==> src/htsu_pkg.sv <==
// shared types and constants of the hex text septet unpacker
package htsu_pkg;

	localparam int CFG_AW = 3;
	localparam logic [CFG_AW-1:0] ADDR_MAX_OUT = 3'd0;
	localparam logic [15:0] MAX_OUT_RESET = 16'd161;

	localparam logic [7:0] DIGIT_LO = 8'h30;
	localparam logic [7:0] DIGIT_HI = 8'h39;
	localparam logic [7:0] CASE_BIT = 8'h20;
	localparam logic [7:0] ALPHA_LO = 8'h41;
	localparam logic [7:0] ALPHA_HI = 8'h46;
	localparam logic [3:0] ALPHA_OFS = 4'd9;

	localparam logic [2:0] POS_LAST_PAIR = 3'd6;
	localparam logic [2:0] POS_NONE = 3'd7;

	localparam int FIFO_DEPTH = 4;
	localparam int FIFO_AW = $clog2(FIFO_DEPTH);
	localparam logic [FIFO_AW:0] FIFO_ROOM_MAX = (FIFO_AW + 1)'(FIFO_DEPTH - 2);

	typedef struct packed {
		logic [6:0] septet;
		logic       char_valid;
		logic       bad_char;
		logic       buffer_full;
		logic       message_done;
	} result_t;

	typedef struct packed {
		logic [1:0] cnt;
		result_t    r0;
		result_t    r1;
	} push_t;

endpackage

==> src/htsu_if.sv <==
// item channel interfaces of the hex text septet unpacker
interface htsu_in_if;
	logic       valid;
	logic       ready;
	logic [7:0] pdu_char;
	logic       end_of_message;

	modport source (output valid, output pdu_char, output end_of_message, input ready);
	modport sink (input valid, input pdu_char, input end_of_message, output ready);
endinterface

interface htsu_out_if;
	logic       valid;
	logic       ready;
	logic [6:0] septet;
	logic       char_valid;
	logic       bad_char;
	logic       buffer_full;
	logic       message_done;

	modport source (output valid, output septet, output char_valid, output bad_char,
		output buffer_full, output message_done, input ready);
	modport sink (input valid, input septet, input char_valid, input bad_char,
		input buffer_full, input message_done, output ready);
endinterface

==> src/htsu_cfg.sv <==
// apb register file holding max_out
module htsu_cfg (
	input  logic                       clk,
	input  logic                       arst_n,
	input  logic                       psel,
	input  logic                       penable,
	input  logic                       pwrite,
	input  logic [htsu_pkg::CFG_AW-1:0] paddr,
	input  logic [31:0]                pwdata,
	output logic [31:0]                prdata,
	output logic                       pready,
	output logic [15:0]                max_out
);
	import htsu_pkg::*;

	logic [15:0] max_out_q;
	logic        hit;

	assign hit = (paddr == ADDR_MAX_OUT);
	assign pready = 1'b1;
	assign max_out = max_out_q;
	assign prdata = hit ? {16'd0, max_out_q} : 32'd0;

	always_ff @(posedge clk or negedge arst_n) begin
		if (!arst_n) begin
			max_out_q <= MAX_OUT_RESET;
		end else if (psel && penable && pwrite && pready && hit) begin
			max_out_q <= pwdata[15:0];
		end
	end
endmodule

==> src/htsu_core.sv <==
// input register, nibble pairing, septet unpacking and message state
module htsu_core (
	input  logic            clk,
	input  logic            arst_n,
	htsu_in_if.sink         in_ch,
	input  logic [15:0]     max_out,
	input  logic            room,
	output htsu_pkg::push_t push
);
	import htsu_pkg::*;

	logic        valid_s1;
	logic [7:0]  char_s1;
	logic        eom_s1;

	logic        stopped_q;
	logic        phase_q;
	logic [7:0]  cur_q;
	logic [7:0]  prev_q;
	logic [15:0] cnt_q;

	logic        advance;
	logic        is_digit;
	logic        is_alpha;
	logic        is_hex;
	logic [7:0]  upper;
	logic [3:0]  nib;
	logic [7:0]  new_cur;
	logic [2:0]  pos;
	logic [15:0] pair;
	logic [15:0] shifted;
	logic        no_room1;
	logic        room2;

	logic        stopped_d;
	logic        phase_d;
	logic [7:0]  cur_d;
	logic [7:0]  prev_d;
	logic [15:0] cnt_d;
	push_t       push_d;

	assign advance = valid_s1 && room;
	assign in_ch.ready = !valid_s1 || advance;

	always_ff @(posedge clk or negedge arst_n) begin
		if (!arst_n) begin
			valid_s1 <= 1'b0;
		end else if (in_ch.ready) begin
			valid_s1 <= in_ch.valid;
		end
	end

	always_ff @(posedge clk) begin
		if (in_ch.ready && in_ch.valid) begin
			char_s1 <= in_ch.pdu_char;
			eom_s1 <= in_ch.end_of_message;
		end
	end

	assign upper = char_s1 & ~CASE_BIT;
	assign is_digit = (char_s1 >= DIGIT_LO) && (char_s1 <= DIGIT_HI);
	assign is_alpha = (upper >= ALPHA_LO) && (upper <= ALPHA_HI);
	assign is_hex = is_digit || is_alpha;
	assign nib = is_digit ? char_s1[3:0] : upper[3:0] + ALPHA_OFS;
	assign new_cur = {cur_q[3:0], nib};
	assign pos = cnt_q[2:0];
	assign pair = {new_cur, prev_q};
	assign shifted = pair >> (4'd8 - {1'b0, pos});
	assign no_room1 = ({1'b0, cnt_q} + 17'd1) >= {1'b0, max_out};
	assign room2 = ({1'b0, cnt_q} + 17'd2) < {1'b0, max_out};

	always_comb begin
		stopped_d = stopped_q;
		phase_d = phase_q;
		cur_d = cur_q;
		prev_d = prev_q;
		cnt_d = cnt_q;
		push_d = '0;
		if (!stopped_q) begin
			if (!is_hex) begin
				push_d.cnt = 2'd1;
				push_d.r0.bad_char = 1'b1;
				stopped_d = 1'b1;
			end else begin
				cur_d = new_cur;
				phase_d = ~phase_q;
				if (phase_q) begin
					prev_d = new_cur;
					if (no_room1) begin
						push_d.cnt = 2'd1;
						push_d.r0.buffer_full = 1'b1;
						stopped_d = 1'b1;
					end else if (pos != POS_NONE) begin
						push_d.cnt = 2'd1;
						push_d.r0.septet = shifted[6:0];
						push_d.r0.char_valid = 1'b1;
						cnt_d = cnt_q + 16'd1;
						if (pos == POS_LAST_PAIR && room2) begin
							push_d.cnt = 2'd2;
							push_d.r1.septet = new_cur[7:1];
							push_d.r1.char_valid = 1'b1;
							cnt_d = cnt_q + 16'd2;
						end
					end
				end
			end
		end
		if (eom_s1) begin
			case (push_d.cnt)
				2'd0: begin
					push_d.cnt = 2'd1;
					push_d.r0.message_done = 1'b1;
				end
				2'd1: push_d.r0.message_done = 1'b1;
				2'd2: push_d.r1.message_done = 1'b1;
				default: push_d.r0.message_done = 1'b1;
			endcase
			stopped_d = 1'b0;
			phase_d = 1'b0;
			cur_d = '0;
			prev_d = '0;
			cnt_d = '0;
		end
		if (!advance) begin
			push_d.cnt = 2'd0;
		end
	end

	assign push = push_d;

	always_ff @(posedge clk or negedge arst_n) begin
		if (!arst_n) begin
			stopped_q <= 1'b0;
			phase_q <= 1'b0;
			cur_q <= '0;
			prev_q <= '0;
			cnt_q <= '0;
		end else if (advance) begin
			stopped_q <= stopped_d;
			phase_q <= phase_d;
			cur_q <= cur_d;
			prev_q <= prev_d;
			cnt_q <= cnt_d;
		end
	end
endmodule

==> src/htsu_fifo.sv <==
// result queue taking up to two items per cycle and giving one while out_ch is ready
module htsu_fifo (
	input  logic            clk,
	input  logic            arst_n,
	input  htsu_pkg::push_t push,
	output logic            room,
	htsu_out_if.source      out_ch
);
	import htsu_pkg::*;

	result_t              mem_q [FIFO_DEPTH];
	logic [FIFO_AW-1:0]   wr_ptr_q;
	logic [FIFO_AW-1:0]   rd_ptr_q;
	logic [FIFO_AW:0]     count_q;
	logic [FIFO_AW-1:0]   wr_next;
	logic                 pop;
	result_t              head;

	assign wr_next = wr_ptr_q + 1'b1;
	assign pop = out_ch.valid && out_ch.ready;
	assign room = count_q <= FIFO_ROOM_MAX;
	assign head = mem_q[rd_ptr_q];

	assign out_ch.valid = count_q != '0;
	assign out_ch.septet = head.septet;
	assign out_ch.char_valid = head.char_valid;
	assign out_ch.bad_char = head.bad_char;
	assign out_ch.buffer_full = head.buffer_full;
	assign out_ch.message_done = head.message_done;

	always_ff @(posedge clk) begin
		if (push.cnt != 2'd0) begin
			mem_q[wr_ptr_q] <= push.r0;
		end
		if (push.cnt == 2'd2) begin
			mem_q[wr_next] <= push.r1;
		end
	end

	always_ff @(posedge clk or negedge arst_n) begin
		if (!arst_n) begin
			wr_ptr_q <= '0;
			rd_ptr_q <= '0;
			count_q <= '0;
		end else begin
			wr_ptr_q <= wr_ptr_q + push.cnt[FIFO_AW-1:0];
			rd_ptr_q <= rd_ptr_q + {{(FIFO_AW-1){1'b0}}, pop};
			count_q <= count_q + {{(FIFO_AW-1){1'b0}}, push.cnt}
				- {{FIFO_AW{1'b0}}, pop};
		end
	end
endmodule

==> src/hex_text_septet_unpacker.sv <==
// top level of the hex text septet unpacker
//
// in_ch takes one ascii character of a hex pdu text per item, with
// end_of_message on the last one. nibbles pair into bytes, high first, and
// each byte is unpacked with the byte before it into gsm 7-bit septets.
// out_ch gives one result item per septet, or a status item for a non-hex
// character, for reaching max_out, or for an end item with nothing else.
// max_out is written over the apb port, byte address 0, reset value 161.
// an item is accepted in every cycle while the queue has room; the input
// register feeds one pass of decode logic that pushes up to two results into
// a four-entry queue, and the queue drains one result per cycle while out_ch
// is ready, so a sustained rate of one item per cycle holds while items give
// at most one result each. a first result passes the input register and the
// queue before it shows on out_ch.
// when out_ch stalls the queue fills and in_ch.ready drops once fewer than
// two entries are free; nothing is lost. reset clears the message state
// and the queue and sets max_out to 161; the block is ready out of reset.
module hex_text_septet_unpacker (
	input  logic                        clk,
	input  logic                        arst_n,
	htsu_in_if.sink                     in_ch,
	htsu_out_if.source                  out_ch,
	input  logic                        psel,
	input  logic                        penable,
	input  logic                        pwrite,
	input  logic [htsu_pkg::CFG_AW-1:0] paddr,
	input  logic [31:0]                 pwdata,
	output logic [31:0]                 prdata,
	output logic                        pready
);
	import htsu_pkg::*;

	logic [15:0] max_out;
	logic        room;
	push_t       push;

	htsu_cfg u_cfg (
		.clk     (clk),
		.arst_n  (arst_n),
		.psel    (psel),
		.penable (penable),
		.pwrite  (pwrite),
		.paddr   (paddr),
		.pwdata  (pwdata),
		.prdata  (prdata),
		.pready  (pready),
		.max_out (max_out)
	);

	htsu_core u_core (
		.clk     (clk),
		.arst_n  (arst_n),
		.in_ch   (in_ch),
		.max_out (max_out),
		.room    (room),
		.push    (push)
	);

	htsu_fifo u_fifo (
		.clk    (clk),
		.arst_n (arst_n),
		.push   (push),
		.room   (room),
		.out_ch (out_ch)
	);
endmodule

==> src/flat_wrapper.sv <==
// flat-port wrapper written by rule: the top's interface ports become plain ports
module hex_text_septet_unpacker_flat import htsu_pkg::*;
  (clk, arst_n, psel, penable, pwrite, paddr, pwdata, prdata, pready, in_ch_valid, in_ch_pdu_char, in_ch_end_of_message, in_ch_ready, out_ch_valid, out_ch_septet, out_ch_char_valid, out_ch_bad_char, out_ch_buffer_full, out_ch_message_done, out_ch_ready);
  htsu_in_if in_ch_i ();
  htsu_out_if out_ch_i ();
  input  logic clk;
  input  logic arst_n;
  input  logic psel;
  input  logic penable;
  input  logic pwrite;
  input  logic [htsu_pkg::CFG_AW-1:0] paddr;
  input  logic [31:0] pwdata;
  output logic [31:0] prdata;
  output logic pready;
  input wire logic [$bits(in_ch_i.valid)-1:0] in_ch_valid;
  input wire logic [$bits(in_ch_i.pdu_char)-1:0] in_ch_pdu_char;
  input wire logic [$bits(in_ch_i.end_of_message)-1:0] in_ch_end_of_message;
  output wire logic [$bits(in_ch_i.ready)-1:0] in_ch_ready;
  output wire logic [$bits(out_ch_i.valid)-1:0] out_ch_valid;
  output wire logic [$bits(out_ch_i.septet)-1:0] out_ch_septet;
  output wire logic [$bits(out_ch_i.char_valid)-1:0] out_ch_char_valid;
  output wire logic [$bits(out_ch_i.bad_char)-1:0] out_ch_bad_char;
  output wire logic [$bits(out_ch_i.buffer_full)-1:0] out_ch_buffer_full;
  output wire logic [$bits(out_ch_i.message_done)-1:0] out_ch_message_done;
  input wire logic [$bits(out_ch_i.ready)-1:0] out_ch_ready;
  assign in_ch_i.valid = in_ch_valid;
  assign in_ch_i.pdu_char = in_ch_pdu_char;
  assign in_ch_i.end_of_message = in_ch_end_of_message;
  assign in_ch_ready = in_ch_i.ready;
  assign out_ch_valid = out_ch_i.valid;
  assign out_ch_septet = out_ch_i.septet;
  assign out_ch_char_valid = out_ch_i.char_valid;
  assign out_ch_bad_char = out_ch_i.bad_char;
  assign out_ch_buffer_full = out_ch_i.buffer_full;
  assign out_ch_message_done = out_ch_i.message_done;
  assign out_ch_i.ready = out_ch_ready;
  hex_text_septet_unpacker u_core (.clk(clk), .arst_n(arst_n), .in_ch(in_ch_i), .out_ch(out_ch_i), .psel(psel), .penable(penable), .pwrite(pwrite), .paddr(paddr), .pwdata(pwdata), .prdata(prdata), .pready(pready));
endmodule
==> config.mk <==
export PLATFORM = sky130hd
export DESIGN_NAME = hex_text_septet_unpacker_flat
export DESIGN_NICKNAME = d
export VERILOG_FILES = /design/src/htsu_pkg.sv /design/src/htsu_if.sv /design/src/htsu_cfg.sv /design/src/htsu_core.sv /design/src/htsu_fifo.sv /design/src/hex_text_septet_unpacker.sv /design/src/flat_wrapper.sv
export SDC_FILE = /design/constraint.sdc
export NUM_CORES = 1
export LEC_CHECK = 0
export BUFFER_PORTS_ARGS = -buffer_cell sky130_fd_sc_hd__buf_2
export CAP_MARGIN = 20
export CORE_UTILIZATION = 53
export CTS_CLUSTER_SIZE = 24
export DETAILED_ROUTE_END_ITERATION = 10
export PLACE_DENSITY_LB_ADDON = 0.3
export REMOVE_ABC_BUFFERS = 1
export SYNTH_ARGS = -nofsm -noshare
export SYNTH_HDL_FRONTEND = slang
export SYNTH_SLANG_ARGS = --single-unit
==> constraint.sdc <==
create_clock -name clk -period 5.75 [get_ports clk]
set_clock_uncertainty 0.15 [all_clocks]
set_input_delay 0.2875 -clock clk [delete_from_list [all_inputs] [get_ports clk]]
set_output_delay 0.2875 -clock clk [all_outputs]
set_load 0.02 [all_outputs]
# Yosys cells after proc, flatten, opt, wreduce, memory -nomap -nowiden
# Memories as Yosys holds them, arrays and structs flattened.
# Index checks and enable logic that the tools add are counted.
# Widths: inputs -> output; s select.
# word_totals
register_bits,63
ramBits,44
in_bits,51
output_inout_bits,46
wordCells,112
n_memories,1
# classes
n_addsub,11
order_cmp,7
eq_ne,6
shift,1
n_mux,51
n_bitwise,1
n_reduce_logical,22
# memory_table
memory,depth,word_bits,read_ports,rd_ports_with_merged_regs,wr,line_no,text
u_core.u_fifo.mem_q,4,11,1,0,2,htsu_fifo.sv:11,result_t mem_q [FIFO_DEPTH];
# ops
cell,count
$mux 16,8
$mux 8,12
$mux 10,2
$mux 1,18
$add 16x1->17 const B,1
$add 16x2->17 const B,1
$ge 17x16->1,1
$lt 17x16->1,1
$add 16x1->16 const B,1
$add 16x2->16 const B,1
$mux 4,4
$shr 16x4->7,1
$mux 12,1
$mux 2,6
$logic_and 1x1->1,9
$ge 8x6->1 const B,1
$ge 8x7->1 const B,1
$le 8x6->1 const B,1
$le 8x7->1 const B,1
$reduce_bool 2->1,4
$reduce_and 6->1,1
$add 4x4->4 const B,1
$eq 2x2->1 const B,2
$ne 2x2->1 const B,2
17 further kinds,18

# Depth between registers and ports, before layout
# Gate-level depths: netlist of the first run.
# logic_depth
word_depth,16
mapped_depth,25

# Hierarchy
# From an unflattened synthesis of the first run, not the netlist that was laid out.
# unflattened
hier_cells,684
hier_area_um2,7333.3
# modules_own_cells
module,instances,cells_each,area_each_um2
htsu_core,1,466,3856.2
htsu_fifo,1,146,2606.2
htsu_cfg,1,72,870.8

# Worst setup path after synthesis of the first run
# Ideal clock, no wire load.
# synth_path
path_type,register to register
startpoint,register u_core.u_core.cnt_q[1]
endpoint,register u_core.u_fifo.count_q[2]
setup_time_ns,0.123
arrival_ns,5.131
setup_slack_ns,0.347
path_stages_with_launch,26
synth_period_minus_slack_ns,5.403
path_cell_list,dfrtp_1 > ha_1 > and3_1 > clkbuf_1 > and3_1 > clkbuf_1 > and3_1 > and3_1 > clkbuf_1 > nand4_1 > xnor2_1 > ha_1 > nand3_1 > nor2_1 > a32o_1 > or3_1 > clkbuf_1 > nor3_2 > nand2b_1 > a21oi_1 > o22a_1 > ha_1 > inv_1 > ha_1 > fa_1 > xnor2_1
# synth_between
elab_chain_cells,15
word_cells_on_any_way,19
classes_between,4 x add/sub; 2 x order compare; 2 x eq/ne; 9 x mux; 2 x reduce/logical
# synth_lines
item,line_no,text
start: declaration,htsu_core.sv:20,logic [15:0] cnt_q;
start signal: assignment,htsu_core.sv:143,cnt_q <= cnt_d;
$add 16x2->17,htsu_core.sv:70,"assign room2 = ({1'b0, cnt_q} + 17'd2) < {1'b0, max_out};"
$lt 17x16->1,htsu_core.sv:70,
$logic_and 1x1->1,htsu_core.sv:98,if (pos == POS_LAST_PAIR && room2) begin
$mux 2,htsu_core.sv:98,
$mux 10,htsu_core.sv:93,end else if (pos != POS_NONE) begin
$mux 2 *,htsu_core.sv:89,if (no_room1) begin
$mux 10 *,htsu_core.sv:87,if (phase_q) begin
$mux 2 *,htsu_core.sv:80,if (!is_hex) begin
$mux 12 *,htsu_core.sv:79,if (!stopped_q) begin
$logic_not 2->1,htsu_core.sv:109,case (push_d.cnt)
$mux 2,htsu_core.sv:109,
$mux 2 *,htsu_core.sv:108,if (eom_s1) begin
$mux 2 *,htsu_core.sv:124,if (!advance) begin
$add 3x2->3 *,htsu_fifo.sv:48,"count_q <= count_q + {{(FIFO_AW-1){1'b0}}, push.cnt}"
$sub 3x1->3 *,htsu_fifo.sv:49,"- {{FIFO_AW{1'b0}}, pop};"
end signal: assignment,htsu_fifo.sv:48,
end: declaration,htsu_fifo.sv:14,logic [FIFO_AW:0] count_q;
# Every way passes the cells marked *; elsewhere a longest branch is shown, timed or not.
# A chain may end at the register's enable or synchronous reset.

# Worst setup path after layout of the first run
# layout_path
startpoint,register u_core.u_core.cnt_q[1]
endpoint,register u_core.u_fifo.count_q[1]
# The elaborated chain is that of the path after synthesis.

==> results of run 1 <==
## sequential cells by signal (all words and copies together), names as in the netlist
register                 cells
u_core.u_core.stopped_q      1
u_core.u_fifo.count_q        3
u_core.u_fifo.wr_ptr_q       2
u_core.u_fifo.rd_ptr_q       2
u_core.u_core.phase_q        1
u_core.u_core.prev_q         8
u_core.u_cfg.max_out        16
u_core.u_core.cnt_q         16
u_core.u_core.char_s1        8
u_core.u_core.eom_s1         1
u_core.u_core.valid_s1       1
u_core.u_core.cur_q          4
u_core.u_fifo.mem_q         44
## power groups by stage
stage,logic [mW],clock network (mW),registers (mW)
floorplan,1.15,0,1.17
global placement,1.60,0,1.18
detailed placement,1.64,0,1.19
CTS,1.66,0.686,1.17
global route,1.85,0.713,1.20
finish,1.68,0.677,1.18
## Yosys cell counts (5+ instances only)
library cell | count | area share, %
sky130_fd_sc_hd__a21o_1 | 5 | 0.52
sky130_fd_sc_hd__a21oi_1 | 45 | 3.1
sky130_fd_sc_hd__and2_1 | 20 | 1.7
sky130_fd_sc_hd__and3_1 | 10 | 0.87
sky130_fd_sc_hd__buf_1 | 7 | 0.36
sky130_fd_sc_hd__buf_2 | 5 | 0.35
sky130_fd_sc_hd__buf_4 | 17 | 1.8
sky130_fd_sc_hd__clkbuf_1 | 37 | 1.9
sky130_fd_sc_hd__dfrtp_1 | 51 | 18
sky130_fd_sc_hd__dfxtp_1 | 8 | 2.2
sky130_fd_sc_hd__edfxtp_1 | 45 | 19
sky130_fd_sc_hd__ha_1 | 46 | 8.0
sky130_fd_sc_hd__inv_1 | 35 | 1.8
sky130_fd_sc_hd__mux2_2 | 6 | 0.94
sky130_fd_sc_hd__mux2i_1 | 20 | 2.8
sky130_fd_sc_hd__mux4_2 | 12 | 3.7
sky130_fd_sc_hd__nand2_1 | 83 | 4.3
sky130_fd_sc_hd__nand2b_1 | 7 | 0.61
sky130_fd_sc_hd__nand3_1 | 23 | 1.6
sky130_fd_sc_hd__nand4_1 | 9 | 0.78
sky130_fd_sc_hd__nor2_1 | 45 | 2.3
sky130_fd_sc_hd__nor2b_1 | 5 | 0.43
sky130_fd_sc_hd__nor3_1 | 11 | 0.76
sky130_fd_sc_hd__o21ai_0 | 50 | 3.5
sky130_fd_sc_hd__o21ai_1 | 5 | 0.35
sky130_fd_sc_hd__o22ai_1 | 30 | 2.6
sky130_fd_sc_hd__o31ai_1 | 16 | 1.7
sky130_fd_sc_hd__or3_1 | 6 | 0.52
sky130_fd_sc_hd__xnor2_1 | 20 | 2.4
sky130_fd_sc_hd__xor2_1 | 16 | 1.9
## final cells by class
type,instances,area [um^2]
inverters,36,135
multi-input cells,572,3940
fillers,1119,5030
clock inverters,7,103
repair buffers,109,726
well taps,176,220
clock buffers,9,225
flip-flops and latches,107,2870
## final timing paths
path	start	to	cells after the start
hold / removal	pwdata[0]	u_core.u_cfg.max_out[0]	2
max in group asynchronous	arst_n	u_core.u_fifo.wr_ptr_q[0]	3
hold reg to reg	u_core.u_fifo.mem_q[0][2]	u_core.u_fifo.mem_q[0][2]	2
min in group asynchronous	arst_n	u_core.u_core.prev_q[5]	3
setup reg to reg	u_core.u_core.cnt_q[1]	u_core.u_fifo.count_q[1]	20
setup / recovery	u_core.u_core.cnt_q[1]	u_core.u_fifo.count_q[1]	20
## cell families (layout without fill, tap and decap cells)
family                     count (synthesis)  count (layout)  share of synthesized area (%)
DFF                                      107             107                           39.8
xor gates and xnor gates                  36              36                           4.37
adders and majority gates                 47              47                           8.26
muxes                                     38              38                           7.46
other                                      2              17                          0.104
and+or+nand+nor                          243             243                           16.9
buffers and inverters                    103             161                           6.44
AOI/OAI and AO/OA                        191             191                           16.7
## metrics by stage
step                      cells  cell area (um^2)
after detailed placement    973              7620
final                      1016              8210
after floorplan             715              6940
after global routing       1016              8210
after global placement      973              7620
after CTS                  1015              8200
## timing repair
item,in CTS,in global routing
hold buffers,26,0
hold endpoints to repair,76,0
gates resized for setup,0,0
## metal layers
layer / vias to the layer above / part of all wire [%] / GRT usage (%)
met5: - / 0 / 0
met4: 0 / 2.3 / 10.3
met3: 37 / 5.7 / 4.54
met2: 236 / 49 / 45.8
met1: 2966 / 43 / 35.3
li1: 2883 / - / -
## worst max-delay path, stage by stage (launching register included)
cell                       delay, ns
sky130_fd_sc_hd__dfrtp_1        0.36
sky130_fd_sc_hd__ha_1           0.25
sky130_fd_sc_hd__and3_1         0.27
sky130_fd_sc_hd__and3_1         0.21
sky130_fd_sc_hd__and3_1         0.20
sky130_fd_sc_hd__and3_1         0.29
sky130_fd_sc_hd__nand4_1        0.17
sky130_fd_sc_hd__xnor2_1        0.17
sky130_fd_sc_hd__ha_1           0.32
sky130_fd_sc_hd__nand3_1        0.13
sky130_fd_sc_hd__nor2_1         0.09
sky130_fd_sc_hd__a32o_1         0.27
sky130_fd_sc_hd__or3_1          0.47
sky130_fd_sc_hd__nor3_2         0.22
sky130_fd_sc_hd__nand2b_1       0.16
sky130_fd_sc_hd__a21oi_1        0.23
sky130_fd_sc_hd__o22a_1         0.16
sky130_fd_sc_hd__ha_1           0.22
sky130_fd_sc_hd__inv_1          0.06
sky130_fd_sc_hd__ha_1           0.16
sky130_fd_sc_hd__fa_1           0.42
==> run metrics, run 1 <==
maximum number of pins on one net before global-route repair 55; final worst path period share 89.1%; final cell utilization of the core 62.0%; commonest non-fill, non-tap cell in the layout sky130_fd_sc_hd__nand2_1; cell chosen for the clock root sky130_fd_sc_hd__clkbuf_16; slew of the pin with the lowest slew margin 0.998 ns; Crit Path Class reg2reg; CTS sink cnt 107; setup repair after global routing missed its margin false; clock input transition at the sequential cells of the worst setup and hold paths 0.08 ns; final-report setup violation count 0; Synth async-reset ratio 50.5%; CTS H-tree lvls 3; count of state elements after synthesis 107; estimated wirelength of the detail-placed design 12.7 mm; GRT Resource Usage Total 27.3%; required time at the endpoint of the critical path 5.84 ns; final net count 933; most common flop cell mapped by yosys sky130_fd_sc_hd__dfrtp_1; total die area 14100 um^2; highest attainable clock frequency 195 MHz; clock network fraction of design power 19.2%; Final Hold Fails 0; height of the die 119 um; row count 42; total leakage power 3.58 nW; type of destination of the critical path flip-flop; relative slew slack 33.0%; max capacitance violation total 0; Gate power share 47.5%; number of distinct standard cells referenced by the synthesized netlist 72; width of the die 119 um; share of the yosys chip area belonging to registers 39.8%; final count of pins violating max slew 0; Sw Pwr 1.54 mW; internal power 1.99 mW; summed instance area of the synthesized netlist 7210 um^2; Post-route DRC 0; maximum fanout encountered on the critical timing path 6; number of antenna violations at the first check in global routing 0; wirelength, routed 18.2 mm; Mean Syn Cell Area 9.40 um^2; DRC marker count from the first detailed-route iteration 503; min Tclk post-route 5.13 ns; Pre-antenna DRT Iters 5; first-pass GRT wire length 30.1 mm; Post-CTS Setup Repair Bufs 0; run status complete, no violations; core box area 13200 um^2; Hold WS 0.0153 ns; Tightest Hold Check Type in2reg; switching part of the total power 43.5%; initial cell density of the core 54.5%; worst setup slack after layout 0.624 ns; latest clock arrival within the worst-skew pair 0.37 ns; count of warnings emitted by yosys 0; number of enable-type register cells in the synthesized netlist 45; Synth-to-Final Area Change 13.9%; Setup Slack @ Placement 0.725 ns; global placement routability congestion 0.888; average detailed-routed wire length per instance 17.9 um; PwrDens 430 nW/um^2; sequential cell fraction of total power 33.3%; Antenna Violating Nets Remaining 0; CTS tree built; synthesized instance count 767; fraction of final layout cells with drive strength greater than 1 16.2%; most frequent cells in the layout sky130_fd_sc_hd__nand2_1, sky130_fd_sc_hd__buf_2, sky130_fd_sc_hd__dfrtp_1, sky130_fd_sc_hd__o21ai_0, sky130_fd_sc_hd__ha_1; clock buffer count from CTS 9; maximum count of clock buffers along a single path 2; via count of the first global-routing pass 6032; leftover overflow at the end of global routing 0; worst vdd rail ir drop 0.239 mV; sum of negative setup slack 0 ns; detail-routed via count per cell 6.03; startpoint kind of the worst setup timing path flip-flop; number of antenna repair diodes 0; IO Port Bufs 63; data arrival time of the critical path 5.21 ns; via count 6122; Total Power 3.53 mW; I/O pin count 97; reg2reg setup slack 0.62 ns
No activity file was read; power rests on OpenSTA's default activity.
==> inputs of run 2 (changes only) <==
CORE_UTILIZATION = 37   (was 53)
==> run metrics, run 2 (same netlist as run 1, synthesis figures left out) <==
run status complete, no violations (unchanged); via count of the first global-routing pass 5924 (was 6032); hold worst-path end u_core.u_cfg.max_out[0] (unchanged); Antenna Violating Nets Remaining 0 (unchanged); final-report setup violation count 0 (unchanged); layer carrying the most global-route usage met2 (unchanged); average detailed-routed wire length per instance 16.8 um (was 17.9 um); IO Port Bufs 63 (unchanged); sum of negative setup slack 0 ns (unchanged); most frequent cells in the layout sky130_fd_sc_hd__nand2_1, sky130_fd_sc_hd__buf_2, sky130_fd_sc_hd__dfrtp_1, sky130_fd_sc_hd__o21ai_0, sky130_fd_sc_hd__ha_1 (unchanged); Crit Path Class reg2reg (unchanged); cell chosen for the clock root sky130_fd_sc_hd__clkbuf_16 (unchanged); data arrival time of the critical path 5.27 ns (was 5.21 ns); number of antenna violations at the first check in global routing 0 (unchanged); number of antenna repair diodes 0 (unchanged); buffer and inverter count on the worst path 1 (unchanged); highest attainable clock frequency 194 MHz (was 195 MHz); Synth-to-Final Area Change 15.7% (was 13.9%); Hold Crit Start pwdata[0] (unchanged); Setup Slack @ Placement 0.592 ns (was 0.725 ns); number of gates resized after CTS 0 (unchanged); leftover overflow at the end of global routing 0 (unchanged); Gate power share 47.8% (was 47.5%); max capacitance violation total 0 (unchanged); Worst setup startpoint u_core.u_core.cnt_q[2] (was u_core.u_core.cnt_q[1]); sequential standard cell area 2870 um^2 (unchanged); Total Power 3.51 mW (was 3.53 mW); Hold WS 0.0107 ns (was 0.0153 ns); relative slew slack 30.6% (was 33.0%); Post-route DRC 0 (unchanged); final net count 935 (was 933); maximum fanout encountered on the critical timing path 6 (unchanged); clock buffer count from CTS 9 (unchanged); switching part of the total power 43.4% (was 43.5%); CTS tree built (unchanged); global-route track usage on met2 31.3% (was 45.8%); final standard cell count with taps included and fillers excluded 1102 (was 1016); multi-input combinational cell area 3940 um^2 (about the same); core box area 18900 um^2 (was 13200 um^2); slew of the pin with the lowest slew margin 1.04 ns (was 0.998 ns); clock input transition at the sequential cells of the worst setup and hold paths 0.08 ns (about the same); Critical Path, Cell by Cell ha_1, and3_1, and3_1, and3_1, and3_1, nand4_1, xnor2_1, ha_1, nand3_1, nor2_1, a32o_1, or3_1, nor3_2, nand2b_1, a21oi_1, o22a_1, ha_1, inv_1, ha_1, fa_1, xnor2_1 (was ha_1, and3_1, and3_1, and3_1, and3_1, nand4_1, xnor2_1, ha_1, nand3_1, nor2_1, a32o_1, or3_1, nor3_2, nand2b_1, a21oi_1, o22a_1, ha_1, inv_1, ha_1, fa_1); I/O pin count 97 (unchanged); width of the die 142 um (was 119 um); worst vdd rail ir drop 0.209 mV (was 0.239 mV); Hold Buf Count CTS 26 (unchanged); row count 50 (was 42); maximum count of clock buffers along a single path 2 (unchanged); latest clock arrival within the worst-skew pair 0.37 ns (about the same); Top Family by Delay on Critical Path simple AND/OR/NAND/NOR gates (unchanged); Post-CTS Setup Repair Bufs 0 (unchanged); depth of the worst register-to-register path 21 (was 20); first-pass GRT wire length 30.5 mm (was 30.1 mm); min Tclk post-route 5.16 ns (was 5.13 ns); sequential cell fraction of total power 33.4% (was 33.3%); internal power 1.99 mW (about the same); PwrDens 421 nW/um^2 (was 430 nW/um^2); worst setup slack after layout 0.594 ns (was 0.624 ns); RR Endpoint u_core.u_fifo.count_q[2] (was u_core.u_fifo.count_q[1]); global-route met1 utilization 26.5% (was 35.3%); final count of pins violating max slew 0 (unchanged); biggest cell delay along the critical path 0.49 ns (was 0.47 ns); height of the die 142 um (was 119 um); final worst path period share 89.7% (was 89.1%); launch point of the worst reg-to-reg path u_core.u_core.cnt_q[2] (was u_core.u_core.cnt_q[1]); Sw Pwr 1.52 mW (was 1.54 mW); GR met3 Demand/Resource 3.37% (was 4.54%); initial cell density of the core 38.2% (was 54.5%); Tightest Hold Check Type in2reg (unchanged); slowest library cell on the worst path sky130_fd_sc_hd__or3_1 (unchanged); maximum number of pins on one net before global-route repair 55 (unchanged); total die area 20100 um^2 (was 14100 um^2); register with the highest flop count u_core.u_fifo.mem_q (unchanged); commonest non-fill, non-tap cell in the layout sky130_fd_sc_hd__nand2_1 (unchanged); fraction of final layout cells with drive strength greater than 1 16.5% (was 16.2%); CTS sink cnt 107 (unchanged); Pre-antenna DRT Iters 5 (unchanged); global placement routability congestion 0.830 (was 0.888); placed instance area 7730 um^2 (was 7620 um^2); DRC marker count from the first detailed-route iteration 608 (was 503); setup repair after global routing missed its margin false (unchanged); wirelength, routed 18.5 mm (was 18.2 mm); Hold Path Depth 2 (unchanged); max reg flops 44 (unchanged); Final Hold Fails 0 (unchanged); total leakage power 3.59 nW (was 3.58 nW); type of destination of the critical path flip-flop (unchanged); reg2reg setup slack 0.59 ns (was 0.62 ns); via count 5932 (was 6122); final standard cell area without fillers 8340 um^2 (was 8210 um^2); filler cell count 1855 (was 1119); detail-routed via count per cell 5.38 (was 6.03); required time at the endpoint of the critical path 5.86 ns (was 5.84 ns); GRT Resource Usage Total 19.5% (was 27.3%); estimated wirelength of the detail-placed design 12.7 mm (about the same); CTS H-tree lvls 3 (unchanged); startpoint kind of the worst setup timing path flip-flop (unchanged); clock network fraction of design power 18.7% (was 19.2%); Cell Count Post-Placement 1058 (was 973); final cell utilization of the core 44.1% (was 62.0%)
[run 2: cell count changes in the layout (fill, tap and decap cells not counted), sizes merged]
cell,delta
buf,+2
clkinv,-1
clkinvlp,+2
inv,-1
[run 2: power groups by stage]
| stage | Combinational [mW] | Clock, mW | Sequential [mW] |
|---|---|---|---|
| 3_5_place_dp | 1.65 | 0 | 1.19 |
| 4_1_cts | 1.67 | 0.674 | 1.17 |
| 3_3_place_gp | 1.63 | 0 | 1.19 |
| 2_1_floorplan | 1.15 | 0 | 1.17 |
| 6_report | 1.68 | 0.658 | 1.17 |
| 5_1_grt | 1.87 | 0.703 | 1.21 |
[run 2: how the worst max path moves through the flow]
stage	cells past startpoint	to	slack [ns]
after detailed placement	21	u_core.u_fifo.count_q[2]	0.59
after global routing	21	u_core.u_fifo.count_q[2]	0.19
final	21	u_core.u_fifo.count_q[2]	0.59
after CTS	21	u_core.u_fifo.count_q[2]	0.58
after global placement	21	u_core.u_fifo.count_q[2]	0.73
after floorplan	21	u_core.u_fifo.count_q[2]	0.59
[run 2: area by class of cell]
type                       instances  area share [%]
clock inverter                     7           0.990
clock buffer                       9            2.70
sequential                       107            34.4
tap                              260            3.90
inverter                          36            1.62
timing repair buffer             111            9.17
multi-input combinational        572            47.3
[run 2: metal layers]
metal  up-vias  part of all wire [%]
li1       2890                     -
met4         0                   1.9
met2       152                    47
met3        23                   3.9
met5         -                     0
met1      2867                    48
